==> src/mfu_pkg.sv <==
// ----------------------------------------------------------------------------
// mfu_pkg
// Shared constants and types of the most-frequently-used page replacement
// block: table sizes, field widths and the structs between the modules.
// ----------------------------------------------------------------------------
package mfu_pkg;

    localparam int FRAMES     = 8;
    localparam int PAGE_BITS  = 8;
    localparam int PAGE_SPACE = 1 << PAGE_BITS;
    localparam int FRAME_W    = (FRAMES > 1) ? $clog2(FRAMES) : 1;
    localparam int FILL_W     = $clog2(FRAMES + 1);
    localparam int CFG_W      = 4;
    localparam int CMP_W      = (FILL_W > CFG_W) ? FILL_W : CFG_W;
    localparam int CNT_W      = 16;
    localparam int TIME_W     = 32;
    localparam int PAGE_FW    = 8;
    localparam int FRAME_FW   = 3;
    localparam int OUT_W      = 16;

    localparam logic [CFG_W-1:0]  CFG_RST  = CFG_W'(8);
    localparam logic [CNT_W-1:0]  CNT_MAX  = {CNT_W{1'b1}};
    localparam logic [TIME_W-1:0] TIME_MAX = {TIME_W{1'b1}};

    typedef logic [PAGE_BITS-1:0] t_page;
    typedef logic [CNT_W-1:0]     t_cnt;
    typedef logic [TIME_W-1:0]    t_time;
    typedef logic [FRAME_W-1:0]   t_frame_idx;
    typedef logic [FILL_W-1:0]    t_fill;

    // update request from the sequencer to the frame table
    typedef struct packed {
        logic  commit;
        t_cnt  count;
        t_time now;
        t_fill limit;
    } t_upd;

    // decision of the frame table for the item under update
    typedef struct packed {
        logic       hit;
        t_frame_idx frame;
        logic       replaced;
        t_page      evicted;
    } t_res;

endpackage

==> src/mfu_count_store.sv <==
// ----------------------------------------------------------------------------
// mfu_count_store
// Per-page reference counters in a synchronous memory. A read in one cycle
// gives the saturated incremented count in the next, which is then written
// back to the same entry. Valid bits make never-written entries read as zero.
// ----------------------------------------------------------------------------
module mfu_count_store (
    input  logic               i_clk,
    input  logic               i_rst_n,
    input  logic               i_rd_en,
    input  mfu_pkg::t_page     i_rd_page,
    input  logic               i_wr_en,
    output mfu_pkg::t_cnt      o_cnt_new
);

    mfu_pkg::t_cnt                   r_mem [mfu_pkg::PAGE_SPACE];
    logic [mfu_pkg::PAGE_SPACE-1:0]  r_vld;
    mfu_pkg::t_cnt                   r_q;
    logic                            r_qv;
    mfu_pkg::t_page                  r_addr;
    mfu_pkg::t_cnt                   n_cnt;

    always_ff @(posedge i_clk) begin
        if (i_wr_en) begin
            r_mem[r_addr] <= n_cnt;
        end
        if (i_rd_en) begin
            r_q    <= r_mem[i_rd_page];
            r_qv   <= r_vld[i_rd_page];
            r_addr <= i_rd_page;
        end
    end

    always_ff @(posedge i_clk) begin
        if (!i_rst_n) begin
            r_vld <= '0;
        end else if (i_wr_en) begin
            r_vld[r_addr] <= 1'b1;
        end
    end

    // never-written entry counts as zero, count saturates
    always_comb begin
        if (!r_qv) begin
            n_cnt = mfu_pkg::CNT_W'(1);
        end else if (r_q == mfu_pkg::CNT_MAX) begin
            n_cnt = r_q;
        end else begin
            n_cnt = r_q + mfu_pkg::CNT_W'(1);
        end
    end

    assign o_cnt_new = n_cnt;

endmodule

==> config.mk <==
export PLATFORM = sky130hd
export DESIGN_NAME = mfu_count_store
export DESIGN_NICKNAME = d
export VERILOG_FILES = /design/src/mfu_pkg.sv /design/src/mfu_count_store.sv
export SDC_FILE = /design/constraint.sdc
export NUM_CORES = 2
export LEC_CHECK = 0
export BUFFER_PORTS_ARGS = -buffer_cell sky130_fd_sc_hd__buf_4
export CAP_MARGIN = 0
export CORE_UTILIZATION = 59
export CTS_BUF_LIST = sky130_fd_sc_hd__clkbuf_16
export DETAILED_ROUTE_END_ITERATION = 8
export GPL_ROUTABILITY_DRIVEN = 1
export PLACE_DENSITY = 0.77
export SETUP_SLACK_MARGIN = 0.4
export SLEW_MARGIN = 20
export SYNTH_ARGS = -nofsm -noshare
export SYNTH_HDL_FRONTEND = slang
export SYNTH_SLANG_ARGS = --single-unit
export TNS_END_PERCENT = 20
==> constraint.sdc <==
create_clock -name i_clk -period 26.5 [get_ports i_clk]
set_input_delay 3.975 -clock i_clk [delete_from_list [all_inputs] [get_ports i_clk]]
set_output_delay 3.975 -clock i_clk [all_outputs]
set_load 0.01 [all_outputs]
---- After elaboration in Yosys (flattened, before gate mapping) ----
Memory sizes are Yosys's and may differ from the RTL's. A register that Yosys moved wholly into a read port is not among the register bits.
Index checks and enable logic that the tools add are counted.
word-level totals
  register bits after elaboration ......... 265
  memory bits (writable) .................. 4096
  output and inout bits ................... 16
  logic and storage cells ................. 19
  memories ................................ 1
memory list
  memory  depth  width  rd ports  clocked after Yosys merged registers in  wr ports  line                   text
  r_mem   256    16     1         1                                        1         mfu_count_store.sv:16  mfu_pkg::t_cnt r_mem [mfu_pkg::PAGE_SPACE];
cells by class
  add/sub/neg operators ................... 1
  $lt $le $gt $ge ......................... 3
  equality and inequality tests ........... 1
  multiplexer cells ....................... 8
  bitwise operators ....................... 1
  reduce and logical (&&, ||, !) cells .... 1
operators with widths
  operator                                                            number
  OR 256 bit                                                          1
  two-way mux 16 bit                                                  2
  less-than comparator 8 x 9 -> 1 bit (second input constant)         2
  adder 16 x 1 -> 16 bit (second input constant)                      1
  equality test 16 bit (second input constant)                        1
  binary-select mux 1 bit (select 8 bit)                              1
  demux 1 bit (select 8 bit)                                          1
  greater-or-equal comparator 8 x 1 -> 1 bit (second input constant)  1
  two-way mux 1 bit                                                   4
  logical AND 1 bit                                                   1

---- Logic depth before layout (Yosys ltp) ----
  depth after elaboration ................. 5
  gate-level depth with buffers ........... 13
  depth with buffers taken out ............ 8

---- Worst setup path before layout ----
OpenSTA, ideal clock, no wires.
  kind .................................... register to output
  start point ............................. register r_q[0] (read register of r_mem)
  end point ............................... output port o_cnt_new[4]
  arrival time ............................ 11.225 ns
  required time ........................... 22.525 ns
  path slack .............................. 11.300 ns
  stages on the path, launching flop included .. 8
  buffers on the path ..................... 1
  path through ............................ edfxtp_1 -> ha_1 -> nand4_1 -> or3_1 -> clkbuf_1 -> nor2_1 -> nor2_1 -> nor3_1
between the ends
  word-level cells in the longest chain between the ends .. 3
  elaborated cells between the ends (all ways) .. 4
ends and longest elaborated chain
  item                                                                   line                                          text
  start: declaration                                                     mfu_count_store.sv:18                         mfu_pkg::t_cnt r_q;
  adder 16 x 1 -> 16 bit / equality test 16 bit (equally long branches)  mfu_count_store.sv:49, mfu_count_store.sv:46
  two-way mux 16 bit (*)                                                 mfu_count_store.sv:46                         end else if (r_q == mfu_pkg::CNT_MAX) begin
  two-way mux 16 bit (*)                                                 mfu_count_store.sv:44                         if (!r_qv) begin
  end: declaration                                                       mfu_count_store.sv:13                         output mfu_pkg::t_cnt o_cnt_new
Every way passes the cells marked *; elsewhere a longest branch is shown, timed or not.

==> flow_metrics.py <==
metrics = {
    "run_status": {
        "status": "finished with violations",
        "violations": "DRC",
    },
    "power": {
        "switching_share": 0.221,
        "power.density_nw_per_um2": 76.7,
        "internal_power_mw": 11.3,
        "pwr-share-seq": 0.533,
        "leakage_nw": 60.7,
        "p_sw_mw": 3.20,
        "clock_power_share": 0.408,
        "vdd_drop_max_mv": 0.0829,
        "pwr-share-comb": 0.059,
    },
    "critical_path": {
        "end_kind": "register",
        "worstPathCellList": "buf_16, buf_4, buf_4, buf_4, buf_4, buf_4, mux2i_1, o22ai_1, nor3_1, o21ai_0, nand3_1, or3_1, nor4_1",
        "critPathMaxFanout": 94,
        "start_kind": "input pin",
        "crit_cells": 13,
        "r2r_slack_ns": 20.66,
        "endpoint": "r_q[8]$_DFFE_PP_",
        "max_stage_delay_ns": 0.83,
        "critical_path_class": "in -> reg",
        "critPathTopFamily": "buffers and inverters",
        "reg2reg_from": "r_q[0]$_DFFE_PP_",
        "r2r_end": "r_mem[158][11]$_DFFE_PP_",
        "critPathBufInv": 6,
        "crit_top_cell": "buf_4",
        "cp_data_arrival_time_ns": 10.33,
        "crit_slowest_cell": "buf_4",
        "worstRegToRegCells": 10,
        "critPathLaunch": "i_rd_page[0]",
        "required_ns": 27.24,
    },
    "floorplanning": {
        "die_area_um2": 289000,
        "start_util": 0.593,
        "core.rowCount": 196,
        "die_height_um": 538,
        "fp.coreArea_um2": 285000,
        "die_x_um": 538,
        "boundaryPins": 28,
    },
    "logic_synthesis": {
        "synth_cell_type_count": 74,
        "synth_edf_count": 4121,
        "synthesis.area_um2": 169000,
        "synthFlopType": "edfxtp_1",
        "synth_warnings": 0,
        "syn_inst": 8236,
        "synth.ff_latch_count": 4377,
        "synth_seq_area_share": 0.761,
        "avgSynthCellArea_um2": 20.6,
        "synth-async-reset-ratio": 0,
        "syn-num-nets": 8249,
    },
    "grt": {
        "grt_pass1_vias": 89200,
        "grt_pass1_wl_mm": 656,
        "grt_max_degree": 209,
        "overflow": 0,
        "track_usage": 0.323,
        "antenna_found_initial": 35,
    },
    "hold_path": {
        "hold_depth": 1,
        "min_path_type": "reg -> reg",
    },
    "place": {
        "place.gp.congestion": 0.908,
        "dp_hpwl_mm": 263,
        "portBuffers": 27,
    },
    "timing": {
        "worst_pin_slew_ns": 1.31,
        "hold_slack_ns": 0.459,
        "hold_viol": 0,
        "layout_min_cycle_time_ns": 9.59,
        "post-route-period-util": 0.362,
        "setup_viol": 0,
        "slew_violations": 0,
        "slew_headroom": 0.128,
        "skew_ns": 0.0533,
        "fmax_ghz": 0.104,
        "finalSetupTns_ns": 0,
        "rsz0062_at_grt": "false",
    },
    "cells_and_area": {
        "drive_above_1_share": 0.240,
        "syn2layout_area_growth_pct": 11.4,
        "layout.nets": 8601,
        "nFillCells": 17300,
    },
    "clock_tree": {
        "cts_tree": "done",
        "cts.sinks": 4377,
        "cts_buffers": 418,
        "cts_root_buf": "clkbuf_16",
        "h-tree-depth": 5,
        "cts_hold_buf": 0,
        "post_cts.repair.setup_buffers": 0,
        "clkTransAtPathRegs_ns": 0.06,
        "clkLatencyLatePin_ns": 0.99,
        "cts-resized-gates": 0,
        "clock_path_buffers": 4,
    },
    "routing": {
        "dr.pass1.iters": 8,
        "viasPerCell": 7.15,
        "routedWlPerCell_um": 36.6,
        "drtIter0Drc": 15100,
        "totalWireLength_mm": 466,
        "drc_errors": 2,
        "drtAntennaViolNets": 0,
        "vias": 91000,
    },
    "flow_run": {
        "maxCapViolCount": 0,
    },
}
[state kept, by name, summed over array words and instances (netlist names)]
| name | count |
|---|---|
| r_mem | 4096 |
| r_addr | 8 |
| r_vld | 256 |
| r_q | 16 |
| r_qv | 1 |
[area by class of cell]
type	instances	area, um^2	area share
clock inverters	348	2790	0.0148
inverters	6	37.5	0.000199
clock buffers	430	10800	0.0571
diodes	17	42.5	0.000226
repair buffers	438	3610	0.0191
well taps	3762	4710	0.0250
flip-flops and latches	4377	129000	0.683
multi-input cells	3347	37700	0.200
[worst min path at each step]
stage	slack (ns)	start	endpoint
3_3_place_gp	0.44	r_vld[190]$_SDFFE_PN0P_	r_vld[190]$_SDFFE_PN0P_
2_1_floorplan	0.43	r_vld[189]$_SDFFE_PN0P_	r_vld[189]$_SDFFE_PN0P_
5_1_grt	0.47	r_vld[214]$_SDFFE_PN0P_	r_vld[214]$_SDFFE_PN0P_
3_5_place_dp	0.45	r_vld[188]$_SDFFE_PN0P_	r_vld[188]$_SDFFE_PN0P_
6_report	0.46	r_vld[188]$_SDFFE_PN0P_	r_vld[188]$_SDFFE_PN0P_
4_1_cts	0.46	r_vld[188]$_SDFFE_PN0P_	r_vld[188]$_SDFFE_PN0P_
[cells in the mapped netlist, drive strengths merged, types with 5 or more instances]
library cell / instances / area share
a2111oi: 10 / 0.00052
a211oi: 34 / 0.0015
a21oi: 149 / 0.0044
a221oi: 90 / 0.0047
a22o: 39 / 0.0020
a22oi: 57 / 0.0025
a311oi: 6 / 0.00031
a31oi: 6 / 0.00022
a32oi: 7 / 0.00036
and2: 5 / 0.00018
and3: 8 / 0.00030
buf: 289 / 0.015
clkbuf: 217 / 0.0048
dfxtp: 256 / 0.030
edfxtp: 4121 / 0.73
inv: 6 / 0.00013
mux2: 110 / 0.0073
mux2i: 463 / 0.027
mux4: 868 / 0.12
nand2: 146 / 0.0033
nand2b: 5 / 0.00018
nand3: 70 / 0.0021
nand4: 37 / 0.0014
nor2: 345 / 0.0077
nor2b: 16 / 0.00059
nor3: 120 / 0.0035
nor3b: 8 / 0.00038
nor4: 34 / 0.0014
o21a: 257 / 0.011
o21ai: 80 / 0.0024
o221ai: 149 / 0.0077
o22a: 5 / 0.00026
o22ai: 158 / 0.0060
or3: 11 / 0.00041
xor2: 5 / 0.00026
[kinds of logic after synthesis]
family / Yosys count / synth area share
muxes: 1441 / 0.150
and+or+nand+nor: 827 / 0.0224
AOI/OAI and AO/OA: 1071 / 0.0455
DFF: 4377 / 0.761
buffers and inverters: 512 / 0.0198
adders and majority gates: 1 / 0.0000739
xor gates and xnor gates: 7 / 0.000362
[worst register-to-register path, cell delays in order, from the launching register on]
cell	delay (ns)
edfxtp_1	0.54
ha_1	0.32
nand4_1	0.19
or3_1	0.49
or2_2	0.44
nand2b_1	0.23
o21ai_0	0.19
a21oi_4	0.69
buf_4	0.75
buf_4	0.89
buf_4	0.77
[power by group through the flow]
stage | Sequential, mW | Clock (mW) | Combinational (mW)
after floorplan | 7.93 | 0 | 0.488
after global placement | 7.86 | 0 | 0.793
after detailed placement | 7.86 | 0 | 0.822
after CTS | 7.71 | 5.92 | 0.830
after global routing | 7.71 | 6.17 | 0.875
final | 7.71 | 5.90 | 0.851
[placed cells by master, fill, tap and decap left out, drive strengths merged, types with 5 or more instances in the layout]
cell,n
a2111oi,10
a211oi,34
a21oi,149
a221oi,90
a22o,39
a22oi,57
a311oi,6
a31oi,6
a32oi,7
and2,5
and3,8
buf,437
bufinv,40
clkbuf,431
clkinv,183
clkinvlp,9
dfxtp,256
diode,17
edfxtp,4121
inv,122
mux2,110
mux2i,463
mux4,868
nand2,146
nand2b,5
nand3,70
nand4,37
nor2,345
nor2b,16
nor3,120
nor3b,8
nor4,34
o21a,257
o21ai,80
o221ai,149
o22a,5
o22ai,158
or3,11
xor2,5
[per-layer routing]
layer / wire, um / track usage / vias to the layer above
met5: 173 / 0 / -
met4: 29300 / 0.174 / 26
met3: 63700 / 0.0872 / 1344
met2: 215000 / 0.491 / 7569
met1: 159000 / 0.431 / 46800
li1: - / - / 35200
[metrics by stage]
stage               total power, mW  utilization  cells  worst slack [ns]  area [um^2]
detailed placement             8.68        0.613  11900             15.98       175000
finish                         14.5        0.661  12700             16.91       189000
floorplan                      8.42            -   8236             11.30       169000
global placement               8.65        0.612  11900             16.10       175000
CTS                            14.5        0.660  12700             16.93       188000
global route                   14.8        0.661  12700             16.50       189000
No activity file was read; power rests on OpenSTA's default activity.
