--- src/mfu_pkg.sv ---
// ----------------------------------------------------------------------------
// mfu_pkg
// Shared constants and types of the most-frequently-used page replacement
// block: table sizes, field widths and the structs between the modules.
// ----------------------------------------------------------------------------
package mfu_pkg;

    localparam int FRAMES     = 8;
    localparam int PAGE_BITS  = 8;
    localparam int PAGE_SPACE = 1 << PAGE_BITS;
    localparam int FRAME_W    = (FRAMES > 1) ? $clog2(FRAMES) : 1;
    localparam int FILL_W     = $clog2(FRAMES + 1);
    localparam int CFG_W      = 4;
    localparam int CMP_W      = (FILL_W > CFG_W) ? FILL_W : CFG_W;
    localparam int CNT_W      = 16;
    localparam int TIME_W     = 32;
    localparam int PAGE_FW    = 8;
    localparam int FRAME_FW   = 3;
    localparam int OUT_W      = 16;

    localparam logic [CFG_W-1:0]  CFG_RST  = CFG_W'(8);
    localparam logic [CNT_W-1:0]  CNT_MAX  = {CNT_W{1'b1}};
    localparam logic [TIME_W-1:0] TIME_MAX = {TIME_W{1'b1}};

    typedef logic [PAGE_BITS-1:0] t_page;
    typedef logic [CNT_W-1:0]     t_cnt;
    typedef logic [TIME_W-1:0]    t_time;
    typedef logic [FRAME_W-1:0]   t_frame_idx;
    typedef logic [FILL_W-1:0]    t_fill;

    // update request from the sequencer to the frame table
    typedef struct packed {
        logic  commit;
        t_cnt  count;
        t_time now;
        t_fill limit;
    } t_upd;

    // decision of the frame table for the item under update
    typedef struct packed {
        logic       hit;
        t_frame_idx frame;
        logic       replaced;
        t_page      evicted;
    } t_res;

endpackage

--- src/mfu_frame_table.sv ---
// ----------------------------------------------------------------------------
// mfu_frame_table
// Resident page, last-use time and a mirror of the reference count for each
// frame. The lookup cycle registers the hit search and the victim choice;
// the update cycle decides hit, fill or eviction and writes the frame.
// ----------------------------------------------------------------------------
module mfu_frame_table (
    input  logic               i_clk,
    input  logic               i_rst_n,
    input  logic               i_lookup,
    input  mfu_pkg::t_page     i_page,
    input  mfu_pkg::t_upd      i_upd,
    output mfu_pkg::t_res      o_res
);

    mfu_pkg::t_page      r_pg  [mfu_pkg::FRAMES];
    mfu_pkg::t_time      r_use [mfu_pkg::FRAMES];
    mfu_pkg::t_cnt       r_cnt [mfu_pkg::FRAMES];
    mfu_pkg::t_fill      r_filled;
    logic                r_hit;
    mfu_pkg::t_frame_idx r_hit_idx;
    mfu_pkg::t_frame_idx r_victim;
    mfu_pkg::t_page      r_page;

    logic                       n_hit;
    mfu_pkg::t_frame_idx        n_hit_idx;
    mfu_pkg::t_frame_idx        n_victim;
    logic [mfu_pkg::FRAMES-1:0] cand;
    logic                       fill;
    mfu_pkg::t_res              res;

    // lowest filled frame that holds the page
    always_comb begin
        n_hit     = 1'b0;
        n_hit_idx = '0;
        for (int i = mfu_pkg::FRAMES - 1; i >= 0; i--) begin
            if (mfu_pkg::FILL_W'(i) < r_filled && r_pg[i] == i_page) begin
                n_hit     = 1'b1;
                n_hit_idx = mfu_pkg::FRAME_W'(i);
            end
        end
    end

    // frame i survives if no other filled frame beats it:
    // higher count, then older use, then lower index
    always_comb begin
        for (int i = 0; i < mfu_pkg::FRAMES; i++) begin
            cand[i] = (mfu_pkg::FILL_W'(i) < r_filled);
            for (int j = 0; j < mfu_pkg::FRAMES; j++) begin
                if (j != i && mfu_pkg::FILL_W'(j) < r_filled &&
                    (r_cnt[j] > r_cnt[i] ||
                     (r_cnt[j] == r_cnt[i] &&
                      (r_use[j] < r_use[i] || (r_use[j] == r_use[i] && j < i))))) begin
                    cand[i] = 1'b0;
                end
            end
        end
        n_victim = '0;
        for (int i = mfu_pkg::FRAMES - 1; i >= 0; i--) begin
            if (cand[i]) begin
                n_victim = mfu_pkg::FRAME_W'(i);
            end
        end
    end

    always_ff @(posedge i_clk) begin
        if (i_lookup) begin
            r_hit     <= n_hit;
            r_hit_idx <= n_hit_idx;
            r_victim  <= n_victim;
            r_page    <= i_page;
        end
    end

    always_comb begin
        res  = '0;
        fill = 1'b0;
        if (r_hit) begin
            res.hit   = 1'b1;
            res.frame = r_hit_idx;
        end else if (r_filled >= i_upd.limit) begin
            res.replaced = 1'b1;
            res.frame    = r_victim;
            res.evicted  = r_pg[r_victim];
        end else begin
            fill      = 1'b1;
            res.frame = r_filled[mfu_pkg::FRAME_W-1:0];
        end
    end

    always_ff @(posedge i_clk) begin
        if (i_upd.commit) begin
            r_pg[res.frame]  <= r_page;
            r_use[res.frame] <= i_upd.now;
            r_cnt[res.frame] <= i_upd.count;
        end
    end

    always_ff @(posedge i_clk) begin
        if (!i_rst_n) begin
            r_filled <= '0;
        end else if (i_upd.commit && fill) begin
            r_filled <= r_filled + mfu_pkg::FILL_W'(1);
        end
    end

    assign o_res = res;

endmodule

--- config.mk ---
export PLATFORM = sky130hd
export DESIGN_NAME = mfu_frame_table
export DESIGN_NICKNAME = d
export VERILOG_FILES = /design/src/mfu_pkg.sv /design/src/mfu_frame_table.sv
export SDC_FILE = /design/constraint.sdc
export NUM_CORES = 2
export LEC_CHECK = 0
export BUFFER_PORTS_ARGS = -buffer_cell sky130_fd_sc_hd__buf_4
export CAP_MARGIN = 25
export CORE_ASPECT_RATIO = 1.4
export CORE_UTILIZATION = 30
export DETAILED_ROUTE_END_ITERATION = 16
export GPL_TIMING_DRIVEN = 0
export PLACE_DENSITY = 0.41
export SYNTH_ARGS = -nofsm -noshare
export SYNTH_HDL_FRONTEND = slang
export SYNTH_SLANG_ARGS = --single-unit
--- constraint.sdc ---
create_clock -name i_clk -period 14.05 [get_ports i_clk]
set_input_delay 4.215 -clock i_clk [delete_from_list [all_inputs] [get_ports i_clk]]
set_output_delay 4.215 -clock i_clk [all_outputs]
set_load 0.03 [all_outputs]
Yosys cells after proc, flatten, opt, wreduce, memory -nomap -nowiden:

Memory sizes are Yosys's and may differ from the RTL's.
Index checks and enable logic that the tools add are counted.

* $lt $le $gt $ge: 121
* mux-type cells: 80
* add/subtract/negate cells: 1
* eq/ne operators: 92
* reduce and logical (&&, ||, !) cells: 210

Operator list (count)
* less-than comparator 32 bit: 56
* == test 16 bit: 56
* == test 32 bit: 28
* greater-than comparator 16 bit: 56
* logical AND 1 bit: 121
* logical OR 1 bit: 84
* == test 8 bit: 8
* two-way mux 1 bit: 64
* two-way mux 3 bit: 10
* two-way mux 9 bit: 2
* less-than comparator 3 x 4 -> 1 bit, first input constant: 4
* less-than comparator 1 x 4 -> 1 bit, first input constant: 2
* less-than comparator 2 x 4 -> 1 bit, first input constant: 2
* two-way mux 2 bit: 4
* OR reduction 4 bit: 2
* OR reduction 7 bit: 1
* adder 4 x 1 -> 4 bit, second input constant: 1
* >= comparator 4 bit: 1
* OR reduction 2 bit: 2

* bits in registers: 19
* memories: 3
* memory bits (writable): 448
* output and inout bits: 13

Memory list
* r_use: depth 8, width 32, rd ports 8, clocked after memory_dff 0, write ports 1, RTL line mfu_frame_table.sv:17 `mfu_pkg::t_time r_use [mfu_pkg::FRAMES];`
* r_cnt: depth 8, width 16, rd ports 8, clocked after memory_dff 0, write ports 1, RTL line mfu_frame_table.sv:18 `mfu_pkg::t_cnt r_cnt [mfu_pkg::FRAMES];`
* r_pg: depth 8, width 8, rd ports 9, clocked after memory_dff 0, write ports 1, RTL line mfu_frame_table.sv:16 `mfu_pkg::t_page r_pg [mfu_pkg::FRAMES];`

Logic depth before layout (Yosys ltp):

An unclocked memory read counts as a cell.

* word-level depth: 20
* gate-level depth with buffers: 12

Worst setup path after synthesis:

Ideal clock, no wire load.

* path kind: input-to-output
* start point: input i_upd[0] (netlist name)
* end point: output o_res[11] (netlist name)
* arrival time: 5974 ps
* data required time: 9835 ps
* stages: 7
* slack: 3861 ps
* path through: ha_1 -> nand2b_1 -> a21o_1 -> a21o_1 -> a21oi_1 -> mux2i_1 -> o21ai_1

RTL lines
* start: declaration: RTL line mfu_frame_table.sv:12 `input mfu_pkg::t_upd i_upd,`
* end: declaration: RTL line mfu_frame_table.sv:13 `output mfu_pkg::t_res o_res`

==> impl_metrics.py <==
metrics = {
    "floorplan": {
        "io-pin-count": 77,
        "num_rows": 170,
        "die_area_sq_um": 156000,
        "fp.dieW_um": 334,
        "die_y_um": 467,
        "coreArea_sq_um": 153000,
        "floorplan.initialDensity": 0.303,
    },
    "cts": {
        "clkSinkCount": 467,
        "root_buffer": "clkbuf_16",
        "max-clock-path-buffers": 3,
        "cts_buffers": 55,
        "cts-resized-gates": 0,
        "htree_num_levels": 2,
        "holdBufCountCts": 0,
        "clkSlewWorstSetupHoldPaths_ps": 60,
        "clkLatencyLatePin_ps": 730,
        "cts_setup_buffers": 0,
        "cts_tree": "yes",
    },
    "sta": {
        "tns_ps": 0,
        "fin_skew_ps": 33.9,
        "slew_headroom": 0.254,
        "timing.fmax_mhz": 91.5,
        "setup_violations": 0,
        "rsz0062_at_grt": "false",
        "drv_slew": 0,
        "fin_hold_ws_ps": 620,
        "final.period_utilization": 0.778,
        "worst_slew_pin_slew_ps": 1110,
        "finalCriticalPeriod_ps": 10920,
        "final-hold-violation-count": 0,
    },
    "critical_path": {
        "cpPeakStageDelay_ps": 500,
        "worst-path-max-fanout": 9,
        "end_kind": "primary output",
        "start_kind": "input port",
        "crit_slowest_cell": "a21oi_1",
        "crit_type": "input port to primary output",
        "critPathArrivalTime_ps": 6710,
        "crit_chain": "buf_4 > ha_1 > nand2b_1 > a21o_1 > a21o_1 > a21oi_1 > or2_2 > clkbuf_1 > nor2_1 > buf_4",
        "crit_family": "compound AO/OA/AOI/OAI gates",
        "cp_num_buf_inv": 3,
        "required_ps": 9840,
    },
    "yosys": {
        "ys_async_sr_fraction": 0,
        "syn_area_per_cell_sq_um": 10.1,
        "synth_cells": 4588,
        "ys_types": 85,
        "ys_ff_latch": 467,
        "synth_edf_count": 463,
        "syn_nets": 6002,
        "synth-main-ff-cell": "edfxtp_1",
        "yosysSeqAreaShare": 0.301,
        "ys_warn_count": 0,
        "synth_area_sq_um": 46400,
    },
    "placement": {
        "gp_congestion": 1.00,
        "dp_cells": 6784,
        "hpwlAfterDp_mm": 181,
        "port_buffers": 76,
    },
    "routing": {
        "first_iter_violations": 2675,
        "vias_per_cell": 5.63,
        "first_pass_iters": 6,
        "routed_wl_mm": 216,
        "drc": 0,
        "via_count": 38800,
        "ant_nets": 0,
        "routedWlPerCell_um": 31.4,
    },
    "cells_and_area": {
        "multiInputGateArea_sq_um": 31000,
        "nNetsFinal": 6192,
        "finalNonFillerCells": 6886,
        "fill_cells": 15600,
        "drive_gt1_frac": 0.0568,
        "final_util": 0.341,
        "final-seq-area_sq_um": 14000,
        "area_delta_synth_final_pct": 12.6,
    },
    "power_and_ir_drop": {
        "ir_drop_uv": 92.8,
        "clkPwrFrac": 0.413,
        "powerDensity_nw_per_um2": 70.4,
        "power.share.sequential": 0.449,
        "p_int_mw": 2.62,
        "sw_frac_of_total": 0.289,
        "p_sw_mw": 1.06,
        "comb_power_share": 0.138,
        "p_total_mw": 3.68,
        "power_leakage_nw": 22.9,
    },
    "status": {
        "status": "complete, no violations",
    },
    "global_routing": {
        "grt_max_degree": 23,
        "grt_pass1_vias": 38400,
        "antenna_found_initial": 10,
        "grt.total_usage": 0.272,
        "grt_pass1_wl_mm": 296,
        "grt_overflow_total": 0,
    },
    "min_path": {
        "hp-class": "flip-flop to flip-flop",
    },
    "run": {
        "max_cap_violations": 0,
    },
}
## through the flow
step	setup WS (ps)	cell area, sq um
2_1_floorplan	3860	46400
3_5_place_dp	3100	50400
4_1_cts	3080	52300
5_1_grt	2940	52300
6_report	3130	52300
3_3_place_gp	905	49600
## state kept, by name (all words and copies together) (netlist names)
signal / count
r_hit_idx: 3
r_hit: 1
r_cnt: 128
r_pg: 64
r_page: 8
r_victim: 3
r_filled: 4
r_use: 256
## cells in the mapped netlist (all sizes together), types with 15 or more instances
| cell | n | share of area |
|---|---|---|
| inv | 389 | 0.031 |
| nor2 | 163 | 0.013 |
| xor2 | 36 | 0.0068 |
| ha | 1350 | 0.36 |
| and4 | 20 | 0.0038 |
| nor3 | 54 | 0.0058 |
| nand2b | 19 | 0.0026 |
| nand4 | 270 | 0.037 |
| edfxtp | 463 | 0.30 |
| a2111oi | 24 | 0.0045 |
| o21a | 34 | 0.0055 |
| xnor2 | 31 | 0.0058 |
| mux4 | 16 | 0.0078 |
| nor2b | 51 | 0.0069 |
| and3 | 23 | 0.0031 |
| a211oi | 66 | 0.011 |
| o211ai | 57 | 0.0092 |
| a221oi | 23 | 0.0043 |
| mux2i | 16 | 0.0034 |
| o21ai | 215 | 0.023 |
| clkbuf | 17 | 0.0014 |
| nand3 | 109 | 0.012 |
| nand2 | 289 | 0.023 |
| nor4 | 66 | 0.0090 |
| a21oi | 465 | 0.050 |
| a221o | 15 | 0.0032 |
| a211o | 16 | 0.0030 |
| a21o | 116 | 0.019 |
## worst register-to-register path: cells and delay by family, from the launching register on
family	cells	cell delay, ps
simple gates	7	2820
flops	1	630
compound gates	2	420
fa+ha+maj	1	390
buf+inv	1	300
## kinds of logic after synthesis
kind of cell	share of synthesized area
XOR/XNOR	0.0126
buffers and inverters	0.0331
flip-flops	0.301
AO/OA/AOI/OAI	0.153
adder cells (fa/ha/maj)	0.364
AND/OR/NAND/NOR	0.125
multiplexers	0.0112
## worst paths after layout
| check | start | end | slack, ps | cells past startpoint |
|---|---|---|---|---|
| worst min register to register | r_page[2] | r_pg[2][2] | 620 | 0 |
| worst max register to register | r_cnt[4][13] | r_victim[2] | 9290 | 11 |
| worst min-delay path | r_page[2] | r_pg[2][2] | 620 | 0 |
| worst max-delay path | i_upd[0] | o_res[6] | 3130 | 10 |
## cells in the final DEF, fill, tap and decap left out, types with 57 or more instances in the layout
cell type  Yosys  layout
edfxtp_1     463     463
o211ai_1      57      57
a21oi_1      465     464
inv_1        389     389
o21ai_0      189     189
nand4_1      269     269
nor2_1       163     155
a211oi_1      66      66
nand3_1      109     109
ha_1        1350    1350
nand2_1      289     289
buf_4          1      90
a21o_1       116     116
## metal layers
metal	global-route usage	part of all wire	wire length, um
met1	0.301	0.38	82200
met2	0.486	0.50	108000
met3	0.0278	0.038	8250
met4	0.193	0.082	17700
met5	0	0.00041	88
## power by group through the flow
stage	combinational [mW]	clock (mW)	sequential, mW
floorplan	0.293	0	1.64
global placement	0.482	0	1.69
detailed placement	0.505	0	1.68
CTS	0.508	1.56	1.65
global route	0.560	1.60	1.65
finish	0.508	1.52	1.65
## layout make-up
cell class / count / share of cell area
Timing Repair Buffer: 133 / 0.0241
Antenna cell: 1 / 0.0000479
Inverter: 389 / 0.0279
Buffer: 20 / 0.00151
Clock inverter: 39 / 0.00917
Tap cell: 2064 / 0.0494
Multi-Input combinational cell: 3712 / 0.594
Sequential cell: 467 / 0.267
Clock buffer: 61 / 0.0268
Note: power is estimated with default switching activity, not from simulation.
